===== src/assert_macros.svh =====
// assertion macros for the hopscotch bucket locator
// used by modules that carry concurrent checks; no other dependencies
`ifndef ASSERT_MACROS_SVH
`define ASSERT_MACROS_SVH

// same-cycle implication under an active-low reset
`define HBL_ASSERT_IMP(label, clk, rst_n, ant, cons) \
    label: assert property (@(posedge clk) disable iff (!rst_n) (ant) |-> (cons)) \
        else $error("assertion failed");

// next-cycle implication under an active-low reset
`define HBL_ASSERT_NXT(label, clk, rst_n, ant, cons) \
    label: assert property (@(posedge clk) disable iff (!rst_n) (ant) |=> (cons)) \
        else $error("assertion failed");

`endif


===== src/hbl_pkg.sv =====
// shared types and codes for the hopscotch bucket locator
// no dependencies; imported by the interface users, sequencer and top level
package hbl_pkg;

    // request functions
    localparam logic FN_LOCATE = 1'b0;
    localparam logic FN_WRITE  = 1'b1;

    // configuration register indexes
    localparam int CFG_IDX_W = 1;
    localparam int CFG_DATA_W = 9;
    localparam logic [CFG_IDX_W-1:0] CFG_TABLE_SIZE_LOG2   = 1'd0;
    localparam logic [CFG_IDX_W-1:0] CFG_NEIGHBORHOOD_SIZE = 1'd1;

    // configuration reset values
    localparam logic [3:0] TSL_RESET = 4'd8;
    localparam logic [8:0] NHS_RESET = 9'd32;

    typedef enum logic [2:0] {
        ST_FOUND      = 3'd0,
        ST_EMPTY      = 3'd1,
        ST_FULL       = 3'd2,
        ST_GROW_TABLE = 3'd3,
        ST_GROW_NH    = 3'd4,
        ST_WRITTEN    = 3'd5
    } t_status;

    typedef enum logic [2:0] {
        S_IDLE,
        S_READ,
        S_CHECK,
        S_HOP,
        S_DONE
    } t_state;

    typedef enum logic [1:0] {
        PH_NEIGH,
        PH_FIND,
        PH_HOP
    } t_phase;

    typedef struct packed {
        logic        func;
        logic [63:0] key;
        logic [31:0] key_hash;
        logic [7:0]  target_bucket;
        logic [31:0] entry_value;
    } t_req;

    typedef struct packed {
        t_status     status;
        logic [7:0]  bucket_index;
    } t_rsp;

    // memory port strobes from the sequencer
    typedef struct packed {
        logic rd_en;
        logic wr_en;
    } t_mem_cmd;

endpackage


===== src/hbl_seq.sv =====
// sequencer and shared compare unit of the hopscotch bucket locator
// depends on hbl_pkg; drives the bucket stores through the top level
module hbl_seq
    import hbl_pkg::*;
#(
    parameter int IW         = 8,
    parameter int HASH_BITS  = 32,
    parameter int KEY_BITS   = 64,
    parameter int VALUE_BITS = 32
) (
    input  logic                  i_clk,
    input  logic                  i_rst_n,
    input  logic                  i_start,
    input  t_req                  i_req,
    input  logic [3:0]            i_tsl,
    input  logic [8:0]            i_nhs,
    input  logic [HASH_BITS-1:0]  i_rd_hash,
    input  logic [KEY_BITS-1:0]   i_rd_key,
    input  logic [VALUE_BITS-1:0] i_rd_val,
    input  logic                  i_take,
    output logic                  o_idle,
    output t_mem_cmd              o_cmd,
    output logic [IW-1:0]         o_rd_addr,
    output logic [IW-1:0]         o_wr_addr,
    output logic [HASH_BITS-1:0]  o_wr_hash,
    output logic [KEY_BITS-1:0]   o_wr_key,
    output logic [VALUE_BITS-1:0] o_wr_val,
    output logic                  o_res_vld,
    output t_rsp                  o_res
);
    localparam int CW = IW + 1;

    t_state r_state, n_state;
    t_phase r_phase, n_phase;
    logic [IW-1:0]         r_mask, n_mask;
    logic [CW-1:0]         r_size, n_size;
    logic [CW-1:0]         r_nh, n_nh;
    logic [IW-1:0]         r_begin, n_begin;
    logic [IW-1:0]         r_base, n_base;
    logic [IW-1:0]         r_addr, n_addr;
    logic [IW-1:0]         r_e, n_e;
    logic [CW-1:0]         r_cnt, n_cnt;
    logic [CW-1:0]         r_lim, n_lim;
    logic [CW-1:0]         r_guard, n_guard;
    logic [CW-1:0]         r_coll, n_coll;
    logic [HASH_BITS-1:0]  r_sample, n_sample;
    logic [HASH_BITS-1:0]  r_hash, n_hash;
    logic [KEY_BITS-1:0]   r_key, n_key;
    t_status               r_status, n_status;
    logic [IW-1:0]         r_bucket, n_bucket;

    // configuration decode at request time
    logic [3:0]    w_lg;
    logic [CW-1:0] w_size;
    logic [IW-1:0] w_mask;
    logic [CW-1:0] w_nh;
    logic          w_wr_req;
    logic [IW-1:0] w_tgt;

    always_comb begin
        if (i_tsl == 4'd0) begin
            w_lg = 4'd1;
        end else if (i_tsl > 4'(IW)) begin
            w_lg = 4'(IW);
        end else begin
            w_lg = i_tsl;
        end
    end

    assign w_size = CW'(1) << w_lg;
    assign w_mask = IW'(w_size - CW'(1));

    always_comb begin
        if (i_nhs == 9'd0) begin
            w_nh = CW'(1);
        end else if (i_nhs > 9'(w_size)) begin
            w_nh = w_size;
        end else begin
            w_nh = CW'(i_nhs);
        end
    end

    assign w_wr_req = i_start && (i_req.func == FN_WRITE);
    assign w_tgt    = IW'(i_req.target_bucket) & w_mask;

    // shared compare unit on the bucket just read
    logic          w_hz, w_match, w_last, w_movable, w_cont, w_hit_sample;
    logic [CW-1:0] w_cnt1, w_coll1, w_back, w_span;
    logic [HASH_BITS-1:0] w_sample;
    logic [IW-1:0] w_home, w_dist, w_gap, w_end, w_hop_base, w_rd_addr;

    assign w_hz         = (i_rd_hash == '0);
    assign w_match      = (i_rd_hash == r_hash) && (i_rd_key == r_key);
    assign w_cnt1       = r_cnt + CW'(1);
    assign w_last       = (w_cnt1 == r_lim);
    assign w_sample     = (r_cnt == '0) ? i_rd_hash : r_sample;
    assign w_hit_sample = (i_rd_hash == w_sample);
    assign w_coll1      = r_coll + CW'(w_hit_sample);
    assign w_home       = IW'(i_rd_hash) & r_mask;
    assign w_dist       = (r_e - w_home) & r_mask;
    assign w_movable    = !w_hz && (CW'(w_dist) < r_nh);
    assign w_gap        = (r_e - r_begin) & r_mask;
    assign w_cont       = (r_guard <= r_size) && (CW'(w_gap) >= r_nh);
    assign w_back       = r_nh - CW'(1);
    assign w_hop_base   = (r_e - IW'(w_back)) & r_mask;
    assign w_end        = (r_begin + IW'(r_nh)) & r_mask;
    assign w_span       = (r_nh == r_size) ? r_size : (r_size - r_nh);
    assign w_rd_addr    = (r_base + IW'(r_cnt)) & r_mask;

    // next state
    always_comb begin
        n_state = r_state;
        case (r_state)
            S_IDLE: begin
                if (i_start) begin
                    n_state = (i_req.func == FN_WRITE) ? S_DONE : S_READ;
                end
            end
            S_READ: n_state = S_CHECK;
            S_CHECK: begin
                case (r_phase)
                    PH_NEIGH: n_state = (w_hz || w_match) ? S_DONE : S_READ;
                    PH_FIND: begin
                        if (w_hz) begin
                            n_state = S_HOP;
                        end else begin
                            n_state = w_last ? S_DONE : S_READ;
                        end
                    end
                    PH_HOP: begin
                        if (w_movable) begin
                            n_state = S_HOP;
                        end else begin
                            n_state = w_last ? S_DONE : S_READ;
                        end
                    end
                    default: n_state = S_IDLE;
                endcase
            end
            S_HOP: begin
                if (w_cont && w_back != '0) begin
                    n_state = S_READ;
                end else begin
                    n_state = S_DONE;
                end
            end
            S_DONE: begin
                if (i_take) begin
                    n_state = S_IDLE;
                end
            end
            default: n_state = S_IDLE;
        endcase
    end

    // outputs toward the stores and the result slot
    always_comb begin
        o_cmd     = '0;
        o_rd_addr = w_rd_addr;
        o_wr_addr = r_e;
        o_wr_hash = i_rd_hash;
        o_wr_key  = i_rd_key;
        o_wr_val  = i_rd_val;
        case (r_state)
            S_IDLE: begin
                if (w_wr_req) begin
                    o_cmd.wr_en = 1'b1;
                    o_wr_addr   = w_tgt;
                    o_wr_hash   = HASH_BITS'(i_req.key_hash);
                    o_wr_key    = KEY_BITS'(i_req.key);
                    o_wr_val    = VALUE_BITS'(i_req.entry_value);
                end
            end
            S_READ: o_cmd.rd_en = 1'b1;
            S_CHECK: o_cmd.wr_en = (r_phase == PH_HOP) && w_movable;
            default: o_cmd = '0;
        endcase
    end

    assign o_idle             = (r_state == S_IDLE);
    assign o_res_vld          = (r_state == S_DONE);
    assign o_res.status       = r_status;
    assign o_res.bucket_index = 8'(r_bucket);

    // working registers
    always_comb begin
        n_phase  = r_phase;
        n_mask   = r_mask;
        n_size   = r_size;
        n_nh     = r_nh;
        n_begin  = r_begin;
        n_base   = r_base;
        n_addr   = r_addr;
        n_e      = r_e;
        n_cnt    = r_cnt;
        n_lim    = r_lim;
        n_guard  = r_guard;
        n_coll   = r_coll;
        n_sample = r_sample;
        n_hash   = r_hash;
        n_key    = r_key;
        n_status = r_status;
        n_bucket = r_bucket;
        case (r_state)
            S_IDLE: begin
                if (i_start) begin
                    n_mask   = w_mask;
                    n_size   = w_size;
                    n_nh     = w_nh;
                    n_begin  = IW'(i_req.key_hash) & w_mask;
                    n_base   = IW'(i_req.key_hash) & w_mask;
                    n_cnt    = '0;
                    n_lim    = w_nh;
                    n_phase  = PH_NEIGH;
                    n_hash   = HASH_BITS'(i_req.key_hash);
                    n_key    = KEY_BITS'(i_req.key);
                    n_status = ST_WRITTEN;
                    n_bucket = w_tgt;
                end
            end
            S_READ: n_addr = w_rd_addr;
            S_CHECK: begin
                n_cnt = w_cnt1;
                case (r_phase)
                    PH_NEIGH: begin
                        if (w_hz) begin
                            n_status = ST_EMPTY;
                            n_bucket = r_addr;
                        end else if (w_match) begin
                            n_status = ST_FOUND;
                            n_bucket = r_addr;
                        end else if (w_last) begin
                            n_phase = PH_FIND;
                            n_base  = w_end;
                            n_cnt   = '0;
                            n_lim   = w_span;
                        end
                    end
                    PH_FIND: begin
                        if (w_hz) begin
                            n_e     = r_addr;
                            n_guard = '0;
                        end else if (w_last) begin
                            n_status = ST_FULL;
                            n_bucket = '0;
                        end
                    end
                    PH_HOP: begin
                        n_sample = w_sample;
                        n_coll   = w_coll1;
                        if (w_movable) begin
                            n_e     = r_addr;
                            n_guard = r_guard + CW'(1);
                        end else if (w_last) begin
                            n_status = (w_coll1 < r_lim) ? ST_GROW_TABLE : ST_GROW_NH;
                            n_bucket = '0;
                        end
                    end
                    default: n_phase = PH_NEIGH;
                endcase
            end
            S_HOP: begin
                if (!w_cont) begin
                    n_status = ST_EMPTY;
                    n_bucket = r_e;
                end else if (w_back == '0) begin
                    n_status = ST_GROW_NH;
                    n_bucket = '0;
                end else begin
                    n_phase = PH_HOP;
                    n_base  = w_hop_base;
                    n_cnt   = '0;
                    n_lim   = w_back;
                    n_coll  = '0;
                end
            end
            default: n_cnt = r_cnt;
        endcase
    end

    // control state
    always_ff @(posedge i_clk) begin
        if (!i_rst_n) begin
            r_state <= S_IDLE;
            r_phase <= PH_NEIGH;
        end else begin
            r_state <= n_state;
            r_phase <= n_phase;
        end
    end

    // payload registers
    always_ff @(posedge i_clk) begin
        r_mask   <= n_mask;
        r_size   <= n_size;
        r_nh     <= n_nh;
        r_begin  <= n_begin;
        r_base   <= n_base;
        r_addr   <= n_addr;
        r_e      <= n_e;
        r_cnt    <= n_cnt;
        r_lim    <= n_lim;
        r_guard  <= n_guard;
        r_coll   <= n_coll;
        r_sample <= n_sample;
        r_hash   <= n_hash;
        r_key    <= n_key;
        r_status <= n_status;
        r_bucket <= n_bucket;
    end
endmodule

===== config.mk =====
export PLATFORM = sky130hd
export DESIGN_NAME = hbl_seq
export DESIGN_NICKNAME = d
export VERILOG_FILES = /design/src/assert_macros.svh /design/src/hbl_pkg.sv /design/src/hbl_seq.sv
export SDC_FILE = /design/constraint.sdc
export NUM_CORES = 1
export LEC_CHECK = 0
export BUFFER_PORTS_ARGS = -buffer_cell sky130_fd_sc_hd__buf_4
export CAP_MARGIN = 20
export CELL_PAD_IN_SITES_DETAIL_PLACEMENT = 1
export CELL_PAD_IN_SITES_GLOBAL_PLACEMENT = 1
export CORE_ASPECT_RATIO = 1.5
export CORE_MARGIN = 4
export CORE_UTILIZATION = 37
export DETAILED_ROUTE_END_ITERATION = 8
export GPL_TIMING_DRIVEN = 0
export HOLD_SLACK_MARGIN = 0.02
export PLACE_DENSITY_LB_ADDON = 0.1
export SLEW_MARGIN = 20
export SYNTH_ARGS = -nofsm -noshare
export SYNTH_HDL_FRONTEND = slang
export SYNTH_SLANG_ARGS = --single-unit

===== constraint.sdc =====
create_clock -name i_clk -period 5.2 [get_ports i_clk]
set_input_delay 0 -clock i_clk [delete_from_list [all_inputs] [get_ports i_clk]]
set_output_delay 0 -clock i_clk [all_outputs]
set_load 0.01 [all_outputs]

Yosys cells after proc, flatten, opt, wreduce, memory -nomap -nowiden
Cells that the tools add are included.
{"block": "word_totals", "register_bits": 238, "word_cells": 196, "in_bits": 282}
{"block": "op_classes", "eq_ne": 33, "reduce_logical": 30, "add_sub_neg": 11, "bitwise": 8, "n_lt_le_gt_ge": 6, "mux": 89, "shift": 1}
{"operator": "2-to-1 mux 9 bit", "n": 20}
{"operator": "2-to-1 mux 32 bit", "n": 5}
{"operator": "2-to-1 mux 8 bit", "n": 19}
{"operator": "2-to-1 mux 64 bit", "n": 2}
{"operator": "case mux 8 bit (3 select lines)", "n": 3}
{"operator": "AND 8 bit", "n": 8}
{"operator": "equality test 32 bit", "n": 2}
{"operator": "equality test 64 bit", "n": 1}
{"operator": "2-to-1 mux 3 bit", "n": 18}
{"operator": "case mux 9 bit (3 select lines)", "n": 2}
{"operator": "case mux 9 bit (2 select lines)", "n": 2}
{"operator": "logical NOT 32 bit", "n": 1}
{"operator": "logical NOT 9 bit", "n": 3}
{"operator": "case mux 3 bit (3 select lines)", "n": 3}
{"operator": "!= test 3 bit, second input constant", "n": 8}
{"operator": "subtractor 8 bit", "n": 3}
{"operator": "!= test 2 bit, second input constant", "n": 11}
{"operator": "adder 9 x 1 -> 9 bit, second input constant", "n": 2}
{"operator": "equality test 9 bit", "n": 2}
{"operator": "adder 8 bit", "n": 2}
{"operator": "case mux 8 bit (2 select lines)", "n": 1}
{"operator": "AND reduction 8 bit", "n": 2}
{"operator": "case mux 3 bit (5 select lines)", "n": 1}
{"operator": "2-to-1 mux 2 bit", "n": 6}
{"operator": "38 further kinds", "n": 51}

Logic depth before layout (Yosys ltp)
{"block": "logic_depth", "ltp_word": 10, "depth_mapped": 19}

Worst setup path after synthesis
Ideal clock, no wire load.
{"block": "synth_path", "path_type": "reg2out", "startpoint": "reg r_state[1]", "endpoint": "out o_wr_hash[0]", "n_path_buf": 3, "setup_slack_ns": -0.302, "t_arrival_ns": 5.502, "stages_incl_launch_ff": 8, "required_time_ns": 5.200, "path_cell_list": "dfxtp_1 -> clkbuf_1 -> nor3_1 -> and2_1 -> nand2_1 -> clkbuf_1 -> buf_2 -> mux2_2"}
{"block": "synth_via", "elab_chain_cells": 2}
{"element": "from (decl)", "line": "hbl_seq.sv:33", "source": "t_state r_state, n_state;"}
{"element": "from (signal assigned)", "line": "hbl_seq.sv:287", "source": "r_state <= n_state;"}
{"element": "logical NOT 3 bit"}
{"element": "named net o_idle", "line": "hbl_seq.sv:21", "source": "output logic o_idle,"}
{"element": "2-to-1 mux 32 bit", "line": "hbl_seq.sv:164", "source": "case (r_state)"}
{"element": "to (decl)", "line": "hbl_seq.sv:25", "source": "output logic [HASH_BITS-1:0] o_wr_hash,"}
The timed path passes the listed nets, and every way through them passes these cells.

Final worst setup path
{"block": "layout_path", "startpoint": "reg r_e[0]", "endpoint": "reg r_bucket[5], enable pin"}
{"block": "layout_via", "elab_chain_cells": 6}
{"element": "from (decl)", "line": "hbl_seq.sv:41", "source": "logic [IW-1:0] r_e, n_e;"}
{"element": "from (signal assigned)", "line": "hbl_seq.sv:300", "source": "r_e <= n_e;"}
{"element": "subtractor 8 bit, on equally long branches", "line": "hbl_seq.sv:102, hbl_seq.sv:100"}
{"element": "AND 8 bit, on equally long branches", "line": "hbl_seq.sv:102, hbl_seq.sv:100"}
{"element": ">= comparator 8 x 9 -> 1 bit or < comparator 8 x 9 -> 1 bit (tied branches)", "line": "hbl_seq.sv:103, hbl_seq.sv:101"}
{"element": "logical AND 1 bit, on equally long branches", "line": "hbl_seq.sv:103, hbl_seq.sv:101"}
{"element": "!= test 3 bit (no line)"}
{"element": "AND reduction 7 bit (no line) *"}
{"element": "to (signal assigned)", "line": "hbl_seq.sv:309", "source": "r_bucket <= n_bucket;"}
{"element": "to (decl)", "line": "hbl_seq.sv:50", "source": "logic [IW-1:0] r_bucket, n_bucket;"}
Every way passes the cells marked *; elsewhere a longest branch is shown, timed or not.
A chain may end at the register's enable or synchronous reset.

==> results list <==
- For this run the aggregate overflow at the end of global routing stands at 0.
- The synthesized design contains 238 register bits.
- Of the cells placed in the final design, the portion with a size suffix greater than 1 is 0.327.
- The flow ran to the end, and the final reports show no timing, DRC or antenna violations.
* Final critical-path share of the clock period: 0.929
* Post-Syn Area: 15700 sq um
- TritonCTS built the clock tree.
* Power per cell area: 270 nW/um^2
- Nets@finish: 2394
- The first detailed-routing pass ran for 5 iterations.
- Number of buffers created by CTS: 27
* Slew Limit Headroom: 0.302
* Top FF cell, synth: sky130_fd_sc_hd__edfxtp_1
* EDFF count, synth: 233
* Remaining antenna violation count: 0
* Per-cell routed wire length: 27.0 microns
- The clock passes through at most 3 buffers.
- The number of placed instances, taps included, is 2398.
- Leaving out fill and tap cells, the most frequent cell in the layout is sky130_fd_sc_hd__buf_4.
* Area occupied by multi-input gates: 8180 sq um
* Std-Cell Rows: 92
- Pin count of the biggest net entering global routing: 53
- Synthesis-to-layout area growth: 41.1%
- Warning count from the yosys run: 0
* Global router's overall resource usage: 0.298
* Asr flop ratio synth: 0
- The number of antenna violations at the first check in global routing is 3.
- The worst setup path is of the register to register kind.
* Worst endpoint data arrival time: 5.02 ns
- Number of setup buffers added after CTS: 0
- Setup slack on the critical path of the routed design comes to 0.371 ns.
* Vias in the first global route: 15400
- Worst-margin pin slew: 1.04 ns
- Number of top-level pins: 441
* Initial Util: 0.374
* Count of endpoints failing setup in the final report: 0
- The path class of the tightest hold or removal check is input pin to register.
- Endpoints failing hold: 0
- Detailed routing inserted a total of 14100 vias.
- Time the final worst path needs with I/O delays and setup: 4.83 ns
- Leaving out fill and tap cells, the most frequent cells in the layout are sky130_fd_sc_hd__buf_4 (440), sky130_fd_sc_hd__edfxtp_1 (233), sky130_fd_sc_hd__mux2_2 (152).
- Critical path fanouts, max: 8
- Filler instances: 4577
- Mean cell area of the mapped netlist: 11.3 sq um
- After clock tree synthesis, the clock-pin slew on the worst setup and hold paths is 0.06 ns.
* Die Ht: 260 microns
* Worst supply voltage drop on vdd: 0.195 mV
- Overall power after layout: 0.00599 W
* Via density per instance: 5.41
* Max Slew Vio Count: 0
- Core Box Area: 42000 sq um
- Startpoint type of the worst setup path: register
- For this run, the register share of the synthesized area comes to 0.452.
- CTS built an H-tree with a depth of 1.
- Pre-CTS setup slack: 0.272 ns
- In the final timing run, aggregate negative setup slack is 0 ns.
* Global-route wire length before repair: 101 mm
- Highest attainable clock frequency: 207 MHz
* Data required time of the critical path: 5.39 ns
- Die Outline Area: 45900 sq um
- Final Non-Filler Cells: 2597
- Clock latency on the worst-skew pair: 0.56 ns
- The die is 176 microns wide.
- Worst clock skew: 0.00926 ns
- For this design the static power due to leakage is 9.17 nW.
- Port buffering added 438 buffers.
- Yosys cell types: 72
* Syn Inst Count: 1389
- The tree is rooted in a sky130_fd_sc_hd__clkbuf_16.
- Endpoint kind of the worst setup timing path: register
- Final weighted congestion in routability-driven placement: 0.932
- In this run, the number of DRC markers left after iteration 0 of detailed routing was 851.
* Num Clock Sinks: 238
* Area occupied by registers: 7100 sq um
- After detailed routing, the number of remaining DRC violations is 0.
- Max-Cap Viols: 0
- The HPWL after detailed placement is 56.4 mm.
* Wire length after detailed routing: 70.1 mm
- RSZ-0062 raised after global routing: false
[cell usage after synthesis, drive strengths merged (6+ instances only)]
master,count,share of area
ha,96,0.076
inv,83,0.020
a21oi,42,0.013
and2,42,0.017
o21ai,49,0.016
edfxtp,233,0.45
xor2,73,0.041
o211ai,6,0.0029
xnor2,108,0.062
o21a,6,0.0029
nor4,30,0.012
o31ai,13,0.0062
nand2,85,0.020
mux2i,11,0.0070
or2,7,0.0028
or3,9,0.0039
o2bb2ai,8,0.0045
fa,6,0.0076
a21o,33,0.016
nand3,24,0.0076
buf,8,0.0024
nand2b,9,0.0036
a221o,9,0.0057
mux2,152,0.11
nor2,74,0.018
nor3,18,0.0065
nor2b,10,0.0040
nand4,41,0.017
clkbuf,32,0.0076
[routing by layer]
layer / GRT usage / wire length [microns] / vias to the layer above
li1: - / - / 6387
met1: 0.321 / 25500 / 7066
met2: 0.567 / 37500 / 477
met3: 0.0567 / 3880 / 119
met4: 0.120 / 3160 / 2
met5: 0 / 11 / -
[timing repair]
item / 4_1_cts / 5_1_grt
endpoints found under the setup margin: 0 / 17
endpoints found under the hold margin: 164 / 0
hold buffers: 147 / 0
resized for setup: 0 / 1
[flip-flops by register name, indices dropped and copies added, names as in the netlist]
signal / flops
r_bucket: 8
r_state: 3
r_base: 8
r_size: 9
r_mask: 8
r_e: 8
r_guard: 9
r_coll: 9
r_addr: 8
r_sample: 32
r_cnt: 9
r_begin: 8
r_status: 3
r_key: 64
r_hash: 32
r_nh: 9
r_phase: 2
r_lim: 9
[per-stage QoR]
| stage | utilization | hold WS [ns] | area (sq um) |
|---|---|---|---|
| 2_1_floorplan | - | 0.0989 | 15700 |
| 3_3_place_gp | 0.469 | 0.187 | 19700 |
| 3_5_place_dp | 0.472 | 0.188 | 19800 |
| 4_1_cts | 0.527 | 0.0222 | 22200 |
| 5_1_grt | 0.528 | 0.0367 | 22200 |
| 6_report | 0.528 | 0.0346 | 22200 |
[layout make-up]
| type | instances | share of cell area |
|---|---|---|
| repair buffers | 590 | 0.219 |
| flip-flops and latches | 238 | 0.320 |
| diodes | 2 | 0.000226 |
| well taps | 564 | 0.0318 |
| inverters | 83 | 0.0141 |
| clock buffers | 28 | 0.0307 |
| multi-input cells | 1030 | 0.369 |
| plain buffers | 40 | 0.00711 |
| clock inverters | 22 | 0.00830 |
[path summary, 6_finish.rpt]
path,slack (ns),startpoint,end,cells after the start
setup / recovery,0.37,r_e[0],r_bucket[5],19
hold / removal,0.03,i_rd_hash[6],r_sample[6],3
setup reg to reg,0.37,r_e[0],r_bucket[5],19
hold reg to reg,0.46,r_addr[4],r_e[4],0
[where the power goes]
part / internal, W / switching [W]
combinational: 0.000798 / 0.000900
sequential: 0.00227 / 0.0000960
clock: 0.00109 / 0.000831
total: 0.00416 / 0.00183
[worst max-delay path, stage by stage, from the launching register on]
cell and delay, ns:
sky130_fd_sc_hd__edfxtp_1 0.41, sky130_fd_sc_hd__inv_1 0.24, sky130_fd_sc_hd__ha_1 0.21, sky130_fd_sc_hd__inv_1 0.06
sky130_fd_sc_hd__fa_1 0.40, sky130_fd_sc_hd__a21oi_1 0.16, sky130_fd_sc_hd__o21bai_1 0.11, sky130_fd_sc_hd__a21o_1 0.20
sky130_fd_sc_hd__a21oi_1 0.17, sky130_fd_sc_hd__xnor2_1 0.08, sky130_fd_sc_hd__and2_1 0.16, sky130_fd_sc_hd__ha_1 0.31
sky130_fd_sc_hd__a21oi_1 0.15, sky130_fd_sc_hd__o21a_1 0.12, sky130_fd_sc_hd__o21ai_0 0.14, sky130_fd_sc_hd__a21o_1 0.25
sky130_fd_sc_hd__and3_1 0.24, sky130_fd_sc_hd__o22a_1 0.20, sky130_fd_sc_hd__a211oi_1 0.31, sky130_fd_sc_hd__o21a_1 0.52
[logic make-up after synthesis]
logic type,after synthesis,synth area share
compound gates,215,0.0941
xor+xnor,182,0.104
fa+ha+maj,102,0.0841
buf+inv,123,0.0299
flops,238,0.452
mux,163,0.116
other cells,2,0.000478
simple gates,364,0.120
No activity file was read; power rests on OpenSTA's default activity.
